$ cat config.mk
export PLATFORM = sky130hd
export DESIGN_NAME = servo_move_interpolator
export DESIGN_NICKNAME = d
export VERILOG_FILES = /design/src/rtl/smi_pkg.sv /design/src/rtl/smi_div.sv /design/src/rtl/servo_move_interpolator.sv
export SDC_FILE = /design/constraint.sdc
export NUM_CORES = 1
export LEC_CHECK = 0
export BUFFER_PORTS_ARGS = -buffer_cell sky130_fd_sc_hd__buf_4
export CORE_UTILIZATION = 45
export CTS_CLUSTER_SIZE = 30
export DETAILED_ROUTE_END_ITERATION = 6
export HOLD_SLACK_MARGIN = 0.1
export SLEW_MARGIN = 20
export SYNTH_ARGS = -nofsm -noshare
export SYNTH_HDL_FRONTEND = slang
export SYNTH_SLANG_ARGS = --single-unit
$ cat constraint.sdc
create_clock -name clk -period 8.2 [get_ports clk]
set_input_delay 0.82 -clock clk [delete_from_list [all_inputs] [get_ports clk]]
set_output_delay 0.82 -clock clk [all_outputs]
set_load 0.05 [all_outputs]
$ cat src/rtl/smi_pkg.sv
// Shared constants for the servo move interpolator.
// Used by smi_div, servo_move_interpolator and the testbench; depends on nothing.
package smi_pkg;

    localparam int FRAC_BITS_DEF = 8;
    localparam int ANGLE_W       = 8;
    localparam int TIME_W        = 16;
    localparam int FINE_W        = 16;

    localparam logic [ANGLE_W-1:0] MAX_ANGLE = 8'd180;

    localparam logic [1:0] OP_TICK         = 2'd0;
    localparam logic [1:0] OP_SET_TARGET   = 2'd1;
    localparam logic [1:0] OP_SET_POSITION = 2'd2;

endpackage

$ cat src/rtl/smi_div.sv
// Restoring serial divider: one quotient bit per cycle.
// Depends on smi_pkg for the default divisor width.
module smi_div #(
    parameter int QUO_W = 16,
    parameter int DEN_W = smi_pkg::TIME_W
) (
    input  logic                   clk,
    input  logic                   rst_n,
    input  logic                   start,
    input  logic [QUO_W+DEN_W-1:0] dividend,
    input  logic [DEN_W-1:0]       divisor,
    output logic                   done,
    output logic [QUO_W-1:0]       quotient
);
    import smi_pkg::*;

    localparam int CNT_W = $clog2(QUO_W + 1);

    logic [DEN_W-1:0] rem_reg, rem_next;
    logic [QUO_W-1:0] shift_reg, shift_next;
    logic [DEN_W-1:0] divisor_reg;
    logic [CNT_W-1:0] count_reg, count_next;
    logic             busy_reg, busy_next;
    logic             done_reg, done_next;
    logic [DEN_W:0]   trial;
    logic [DEN_W:0]   trial_sub;
    logic             ge;

    // The upper dividend half is below the divisor, so the quotient fits QUO_W bits.
    always_comb
    begin
        trial      = {rem_reg, shift_reg[QUO_W-1]};
        ge         = trial >= {1'b0, divisor_reg};
        trial_sub  = trial - {1'b0, divisor_reg};
        rem_next   = rem_reg;
        shift_next = shift_reg;
        count_next = count_reg;
        busy_next  = busy_reg;
        done_next  = 1'b0;
        if (start)
        begin
            rem_next   = dividend[QUO_W+DEN_W-1:QUO_W];
            shift_next = dividend[QUO_W-1:0];
            count_next = '0;
            busy_next  = 1'b1;
        end
        else if (busy_reg)
        begin
            rem_next   = ge ? trial_sub[DEN_W-1:0] : trial[DEN_W-1:0];
            shift_next = {shift_reg[QUO_W-2:0], ge};
            if (count_reg == CNT_W'(QUO_W - 1))
            begin
                busy_next = 1'b0;
                done_next = 1'b1;
            end
            else
            begin
                count_next = count_reg + 1'b1;
            end
        end
    end

    always_ff @(posedge clk or negedge rst_n)
    begin
        if (!rst_n)
        begin
            busy_reg  <= 1'b0;
            done_reg  <= 1'b0;
            count_reg <= '0;
        end
        else
        begin
            busy_reg  <= busy_next;
            done_reg  <= done_next;
            count_reg <= count_next;
        end
    end

    always_ff @(posedge clk)
    begin
        rem_reg   <= rem_next;
        shift_reg <= shift_next;
        if (start)
        begin
            divisor_reg <= divisor;
        end
    end

    assign done     = done_reg;
    assign quotient = shift_reg;

endmodule

$ cat src/rtl/servo_move_interpolator.sv
// Servo move interpolator: a linear position ramp driven by timed ticks.
// A tick that takes a partial step does one multiply, then a serial divide by the move
// duration in smi_div at one quotient bit per cycle over the 8 + FRAC_BITS position bits.
// Set target, set position, a finishing jump, an idle tick and an unused code skip the divide.
// One transaction is worked at a time; in_stall is high until its result is registered,
// and the result waits in an output register while out_stall is high.
// Depends on smi_pkg and smi_div.
module servo_move_interpolator #(
    parameter int FRAC_BITS = smi_pkg::FRAC_BITS_DEF
) (
    input  logic                          clk,
    input  logic                          rst_n,
    input  logic                          in_valid,
    output logic                          in_stall,
    input  logic [1:0]                    operation,
    input  logic [smi_pkg::TIME_W-1:0]    elapsed_ms,
    input  logic [smi_pkg::ANGLE_W-1:0]   angle_deg,
    input  logic [smi_pkg::TIME_W-1:0]    move_duration_ms,
    output logic                          out_valid,
    input  logic                          out_stall,
    output logic [smi_pkg::ANGLE_W-1:0]   drive_angle,
    output logic [smi_pkg::FINE_W-1:0]    fine_position,
    output logic                          moving,
    output logic                          write_strobe
);
    import smi_pkg::*;

    localparam int POS_W  = ANGLE_W + FRAC_BITS;
    localparam int PROD_W = POS_W + TIME_W;

    localparam logic [2:0] S_IDLE  = 3'd0;
    localparam logic [2:0] S_EVAL  = 3'd1;
    localparam logic [2:0] S_START = 3'd2;
    localparam logic [2:0] S_WAIT  = 3'd3;
    localparam logic [2:0] S_OUT   = 3'd4;

    logic [2:0]         state_reg, state_next;

    logic [1:0]         op_reg;
    logic [TIME_W-1:0]  elapsed_reg;
    logic [ANGLE_W-1:0] angle_reg;
    logic [TIME_W-1:0]  dur_in_reg;

    logic [POS_W-1:0]   cur_pos_reg, cur_pos_next;
    logic [POS_W-1:0]   start_pos_reg, start_pos_next;
    logic [ANGLE_W-1:0] target_reg, target_next;
    logic               tvalid_reg, tvalid_next;
    logic [TIME_W-1:0]  duration_reg, duration_next;
    logic               neg_reg, neg_next;
    logic [PROD_W-1:0]  product_reg, product_next;
    logic               moving_reg, moving_next;
    logic               strobe_reg, strobe_next;

    logic               out_valid_reg, out_valid_next;
    logic [ANGLE_W-1:0] drive_angle_reg;
    logic [FINE_W-1:0]  fine_reg;
    logic               out_moving_reg;
    logic               out_strobe_reg;

    logic [POS_W-1:0]   tgt_pos;
    logic [POS_W-1:0]   angle_pos;
    logic               neg_dir;
    logic [POS_W-1:0]   mag;
    logic [POS_W:0]     pos_sum;
    logic [POS_W:0]     pos_diff;
    logic [31:0]        pos_ext;
    logic               load_out;
    logic               accept;
    logic               div_start;
    logic               div_done;
    logic [POS_W-1:0]   step;

    assign tgt_pos   = {target_reg, {FRAC_BITS{1'b0}}};
    assign angle_pos = {angle_reg, {FRAC_BITS{1'b0}}};
    assign neg_dir   = start_pos_reg > tgt_pos;
    assign mag       = neg_dir ? (start_pos_reg - tgt_pos) : (tgt_pos - start_pos_reg);
    assign pos_sum   = {1'b0, cur_pos_reg} + {1'b0, step};
    assign pos_diff  = {1'b0, cur_pos_reg} - {1'b0, step};
    assign pos_ext   = 32'(cur_pos_reg);

    assign in_stall  = state_reg != S_IDLE;
    assign accept    = in_valid && !in_stall;
    assign div_start = state_reg == S_START;
    assign load_out  = (state_reg == S_OUT) && (!out_valid_reg || !out_stall);

    smi_div #(
        .QUO_W (POS_W),
        .DEN_W (TIME_W)
    ) u_div (
        .clk      (clk),
        .rst_n    (rst_n),
        .start    (div_start),
        .dividend (product_reg),
        .divisor  (duration_reg),
        .done     (div_done),
        .quotient (step)
    );

    always_comb
    begin
        state_next     = state_reg;
        cur_pos_next   = cur_pos_reg;
        start_pos_next = start_pos_reg;
        target_next    = target_reg;
        tvalid_next    = tvalid_reg;
        duration_next  = duration_reg;
        neg_next       = neg_reg;
        product_next   = product_reg;
        moving_next    = moving_reg;
        strobe_next    = strobe_reg;
        out_valid_next = out_valid_reg && out_stall;

        unique case (state_reg)
            S_IDLE:
            begin
                if (accept)
                begin
                    state_next = S_EVAL;
                end
            end
            S_EVAL:
            begin
                moving_next = 1'b0;
                strobe_next = 1'b0;
                state_next  = S_OUT;
                case (op_reg)
                    OP_SET_TARGET:
                    begin
                        if (angle_reg <= MAX_ANGLE)
                        begin
                            start_pos_next = cur_pos_reg;
                            target_next    = angle_reg;
                            duration_next  = dur_in_reg;
                            tvalid_next    = 1'b1;
                        end
                    end
                    OP_SET_POSITION:
                    begin
                        if (angle_reg <= MAX_ANGLE && cur_pos_reg != angle_pos)
                        begin
                            cur_pos_next = angle_pos;
                            moving_next  = 1'b1;
                            strobe_next  = 1'b1;
                        end
                    end
                    OP_TICK:
                    begin
                        if (tvalid_reg && cur_pos_reg != tgt_pos)
                        begin
                            if (elapsed_reg >= duration_reg)
                            begin
                                cur_pos_next = tgt_pos;
                                strobe_next  = 1'b1;
                            end
                            else
                            begin
                                neg_next     = neg_dir;
                                product_next = mag * elapsed_reg;
                                state_next   = S_START;
                            end
                        end
                    end
                    default:
                    begin
                        // unused operation code: drop it, report the position unchanged
                        state_next = S_OUT;
                    end
                endcase
            end
            S_START:
            begin
                state_next = S_WAIT;
            end
            S_WAIT:
            begin
                if (div_done)
                begin
                    moving_next = 1'b1;
                    strobe_next = 1'b1;
                    state_next  = S_OUT;
                    // clamp a non-zero step that reaches or passes the target
                    if (neg_reg)
                    begin
                        if (step != '0 && (pos_diff[POS_W] || pos_diff[POS_W-1:0] <= tgt_pos))
                        begin
                            cur_pos_next = tgt_pos;
                        end
                        else
                        begin
                            cur_pos_next = pos_diff[POS_W-1:0];
                        end
                    end
                    else
                    begin
                        if (step != '0 && pos_sum >= {1'b0, tgt_pos})
                        begin
                            cur_pos_next = tgt_pos;
                        end
                        else
                        begin
                            cur_pos_next = pos_sum[POS_W-1:0];
                        end
                    end
                end
            end
            S_OUT:
            begin
                if (load_out)
                begin
                    out_valid_next = 1'b1;
                    state_next     = S_IDLE;
                end
            end
            default:
            begin
                state_next = S_IDLE;
            end
        endcase
    end

    always_ff @(posedge clk or negedge rst_n)
    begin
        if (!rst_n)
        begin
            state_reg     <= S_IDLE;
            cur_pos_reg   <= '0;
            start_pos_reg <= '0;
            target_reg    <= '0;
            tvalid_reg    <= 1'b0;
            duration_reg  <= TIME_W'(1);
            out_valid_reg <= 1'b0;
        end
        else
        begin
            state_reg     <= state_next;
            cur_pos_reg   <= cur_pos_next;
            start_pos_reg <= start_pos_next;
            target_reg    <= target_next;
            tvalid_reg    <= tvalid_next;
            duration_reg  <= duration_next;
            out_valid_reg <= out_valid_next;
        end
    end

    always_ff @(posedge clk)
    begin
        if (accept)
        begin
            op_reg      <= operation;
            elapsed_reg <= elapsed_ms;
            angle_reg   <= angle_deg;
            dur_in_reg  <= move_duration_ms;
        end
        neg_reg     <= neg_next;
        product_reg <= product_next;
        moving_reg  <= moving_next;
        strobe_reg  <= strobe_next;
        if (load_out)
        begin
            drive_angle_reg <= cur_pos_reg[POS_W-1:FRAC_BITS];
            fine_reg        <= pos_ext[FINE_W-1:0];
            out_moving_reg  <= moving_reg;
            out_strobe_reg  <= strobe_reg;
        end
    end

    assign out_valid     = out_valid_reg;
    assign drive_angle   = drive_angle_reg;
    assign fine_position = fine_reg;
    assign moving        = out_moving_reg;
    assign write_strobe  = out_strobe_reg;

endmodule

==> PnR_summary.wiki <==
{| class="wikitable"
! Metric !! Value
|-
| Number of nets in the finished design || 2688
|-
| Simple-Gate Fraction of Synth Area || 14.54%
|-
| Detailed-route via count || 15190
|-
| XOR/XNOR share of the synthesized area || 3.920%
|-
| Post-Route WL || 54050 um
|-
| Path class of the lowest-slack min-delay path || register to register
|-
| Fraction of final layout cells sized beyond drive strength 1 || 15.57%
|-
| FF-to-FF Start || start_pos_reg[8]
|-
| Element type at the critical path start || register
|-
| Number of remaining DRC errors || 0
|-
| RSZ-0062 raised after global routing || yes
|-
| Synthesis Warnings || 0
|-
| Pre-CTS worst setup slack || -382.9 ps
|-
| Total GRT Usage || 23.70%
|-
| Fraction of the yosys area taken by sequential cells || 29.22%
|-
| Post-DRT Antenna Nets || 0
|-
| Maximum clock rate || 0.1220 GHz
|-
| Post-synth top area share || 20.93%
|-
| Syn Nets || 2541
|-
| Adder-cell share of the synthesized area || 31.63%
|-
| Placement Rows || 77
|-
| Post-route design area || 0.02362 mm2
|-
| DR WL/cell || 18.94 um
|-
| Longest Clk Path Bufs || 3
|-
| CP arrival || 8510 ps
|-
| GP Congestion || 0.9575
|-
| Port buffer count || 73
|-
| Number of global-route vias before repair || 15870
|-
| Final worst-path cycle share || 99.98%
|-
| Cell area after synthesis || 0.02052 mm2
|-
| Status || completed
|-
| Dominant synthesized flop cell || sky130_fd_sc_hd__edfxtp_1
|-
| Slew at the pin with the worst max-slew slack || 1017 ps
|-
| Final worst hold slack || 417.3 ps
|-
| Min Tclk post-route || 8198 ps
|-
| Post-synth ARST share || 32.23%
|-
| Horizontal extent of the die || 215.5 um
|-
| Slowest stage cell on the critical path || sky130_fd_sc_hd__fa_1
|-
| First-pass DRT Iterations || 5
|-
| Start point of the critical path || start_pos_reg[8]
|-
| Cell taking the most area after synthesis || sky130_fd_sc_hd__edfxtp_1
|-
| Total half-perimeter wirelength after legalization and detailed placement || 42400 um
|-
| Pins over their slew limit || 0
|-
| Number of antenna violations at the first check in global routing || 0
|-
| Initial core utilization || 46.00%
|-
| Most common cell on crit path || sky130_fd_sc_hd__fa_1
|-
| Total overflow reported by the global router || 0
|-
| Maximum number of pins on one net before global-route repair || 65
|-
| Register bit count reported by yosys || 211
|-
| Die Area || 0.04646 mm2
|-
| Boundary Pins || 74
|-
| Clock transition at the registers of the reported paths || 60 ps
|-
| Initial DRC Count || 935
|-
| Clk_lat worst skew || 560 ps
|-
| Critical path fanouts, max || 6
|-
| Required time of the worst setup path || 8510 ps
|-
| Mux contribution to synthesized area || 2.689%
|-
| Kind of end point of the critical path || register
|-
| Maxcap violations || 0
|-
| CTS tree || yes
|-
| Maximum cell stage delay along the critical path || 520 ps
|-
| Mean instance size in the synthesized netlist || 9.795 um2
|-
| Placed standard-cell area || 0.02230 mm2
|-
| Top cells by area in the synthesized netlist || sky130_fd_sc_hd__edfxtp_1 (21%), sky130_fd_sc_hd__fa_1 (19%), sky130_fd_sc_hd__ha_1 (12%)
|-
| TritonCTS buffer count || 25
|-
| Relative slew slack || 32.21%
|-
| Final Hold Fails || 0
|-
| H-tree depth || 1
|-
| Setup-violating endpoint count in the final report || 0
|-
| Compound-Gate Fraction of Synth Area || 10.35%
|-
| Core region area || 0.04461 mm2
|-
| Hold path start || moving_reg
|-
| First-pass GRT wire length || 86730 um
|-
| Post-route clock skew || 29.04 ps
|-
| Start-to-end type of the worst setup path || register to register
|-
| Number of clock sinks || 211
|-
| Number of inserted diodes || 0
|-
| Flip-flop count of the largest register, all copies and words added || 32
|-
| Worst-case setup margin in the final layout || 1.665 ps
|-
| Cell variety after synth || 80
|-
| Number of instances in the synthesized netlist || 2095
|-
| Die height || 215.5 um
|-
| Root Buffer Master || sky130_fd_sc_hd__clkbuf_16
|-
| Number of synthesized flops with an enable pin || 143
|-
| Synthesis-to-layout area growth || 15.08%
|-
| Dominant combinational cell family by area after synthesis || adder cells
|-
| Average vias per placed instance || 5.325
|}
[critical path: cells and delay by family, from the launching register on]
family          cells  cell delay [ps]
flops               1              390
fa+ha+maj           9             3660
xor+xnor            2              260
mux                 1              330
simple gates        5              580
compound gates     13             2070
buf+inv             9              680
[routing by layer]
metal	wire length [um]	global-route usage, %
met4	1324	6.194
met5	0	0
met2	25750	40.33
met3	1939	2.311
met1	25040	32.34
[cells in the mapped netlist, types with 9 or more instances]
cell and n:
sky130_fd_sc_hd__a21o_1 33, sky130_fd_sc_hd__a21oi_1 95, sky130_fd_sc_hd__a31oi_1 9, sky130_fd_sc_hd__and2_1 125, sky130_fd_sc_hd__buf_2 10, sky130_fd_sc_hd__buf_4 9, sky130_fd_sc_hd__clkbuf_1 49, sky130_fd_sc_hd__dfrtp_1 67
sky130_fd_sc_hd__edfxtp_1 143, sky130_fd_sc_hd__fa_1 198, sky130_fd_sc_hd__ha_1 202, sky130_fd_sc_hd__inv_1 326, sky130_fd_sc_hd__mux2_2 37, sky130_fd_sc_hd__mux2i_1 12, sky130_fd_sc_hd__nand2_1 235, sky130_fd_sc_hd__nand2b_1 19
sky130_fd_sc_hd__nand3_1 19, sky130_fd_sc_hd__nand4_1 13, sky130_fd_sc_hd__nor2_1 105, sky130_fd_sc_hd__nor2b_1 16, sky130_fd_sc_hd__nor3_1 21, sky130_fd_sc_hd__nor4_1 14, sky130_fd_sc_hd__o211ai_1 13, sky130_fd_sc_hd__o21a_1 13
sky130_fd_sc_hd__o21ai_0 73, sky130_fd_sc_hd__o21bai_1 16, sky130_fd_sc_hd__o31ai_1 9, sky130_fd_sc_hd__xnor2_1 48, sky130_fd_sc_hd__xor2_1 42
[area by class of cell]
type	instances	area (um2)
Sequential cell	211	5998
Multi-Input combinational cell	1481	13320
Clock buffer	40	721.9
Fill cell	4030	20990
Tap cell	592	740.7
Timing Repair Buffer	195	1540
Inverter	328	1234
Clock inverter	6	57.56
[stage by stage]
stage | setup TNS [ps] | util, % | cells
after global routing | -1341 | 52.94 | 2853
final | 0 | 52.94 | 2853
after floorplan | 0 | - | 2095
after CTS | -20.72 | 52.24 | 2840
after global placement | -523.3 | 50.00 | 2782
after detailed placement | -1941 | 50.00 | 2782
[logic make-up after synthesis]
| logic type | after synthesis |
|---|---|
| xor gates and xnor gates | 91 |
| muxes | 50 |
| buffers and inverters | 403 |
| adders and majority gates | 400 |
| DFF | 211 |
| and+or+nand+nor | 609 |
| AOI/OAI and AO/OA | 331 |
[cell usage in the layout, fill, tap and decap left out, types with 8 or more instances in the layout]
cell	count
sky130_fd_sc_hd__inv_1	318
sky130_fd_sc_hd__nand2_1	229
sky130_fd_sc_hd__ha_1	197
sky130_fd_sc_hd__fa_1	196
sky130_fd_sc_hd__buf_4	187
sky130_fd_sc_hd__edfxtp_1	143
sky130_fd_sc_hd__and2_1	121
sky130_fd_sc_hd__nor2_1	102
sky130_fd_sc_hd__a21oi_1	83
sky130_fd_sc_hd__o21ai_0	69
sky130_fd_sc_hd__dfrtp_1	66
sky130_fd_sc_hd__xnor2_1	45
sky130_fd_sc_hd__xor2_1	41
sky130_fd_sc_hd__mux2_2	37
sky130_fd_sc_hd__a21o_1	33
sky130_fd_sc_hd__clkbuf_16	25
sky130_fd_sc_hd__nand2b_1	19
sky130_fd_sc_hd__nand3_1	18
sky130_fd_sc_hd__nor3_1	17
sky130_fd_sc_hd__o21bai_1	16
sky130_fd_sc_hd__nor2b_1	16
sky130_fd_sc_hd__nor4_1	14
sky130_fd_sc_hd__o21a_1	13
sky130_fd_sc_hd__nand4_1	13
sky130_fd_sc_hd__o211ai_1	13
sky130_fd_sc_hd__mux2i_1	11
sky130_fd_sc_hd__clkbuf_1	11
sky130_fd_sc_hd__a21oi_2	9
sky130_fd_sc_hd__o221ai_1	8
[timing repair]
action	CTS	global route
endpoints found under the hold margin	4	0
buffers inserted	11	14
resized for setup	29	50
endpoints found under the setup margin	11	18
pin swaps	26	69
hold buffers	1	0
[path summary, 6_finish.rpt]
kind                                   endpoint  slack (ps)  cells after the start
worst min register to register           moving         420                      0
worst min-delay path                     moving         420                      0
min in group asynchronous        cur_pos_reg[2]         610                      2
worst max register to register  product_reg[31]           2                     39
worst max-delay path            product_reg[31]           2                     39
max in group asynchronous         target_reg[0]        6440                      3
Power is not shown: default switching activity piles up to over one toggle a cycle in this logic, so the estimate is an artifact.
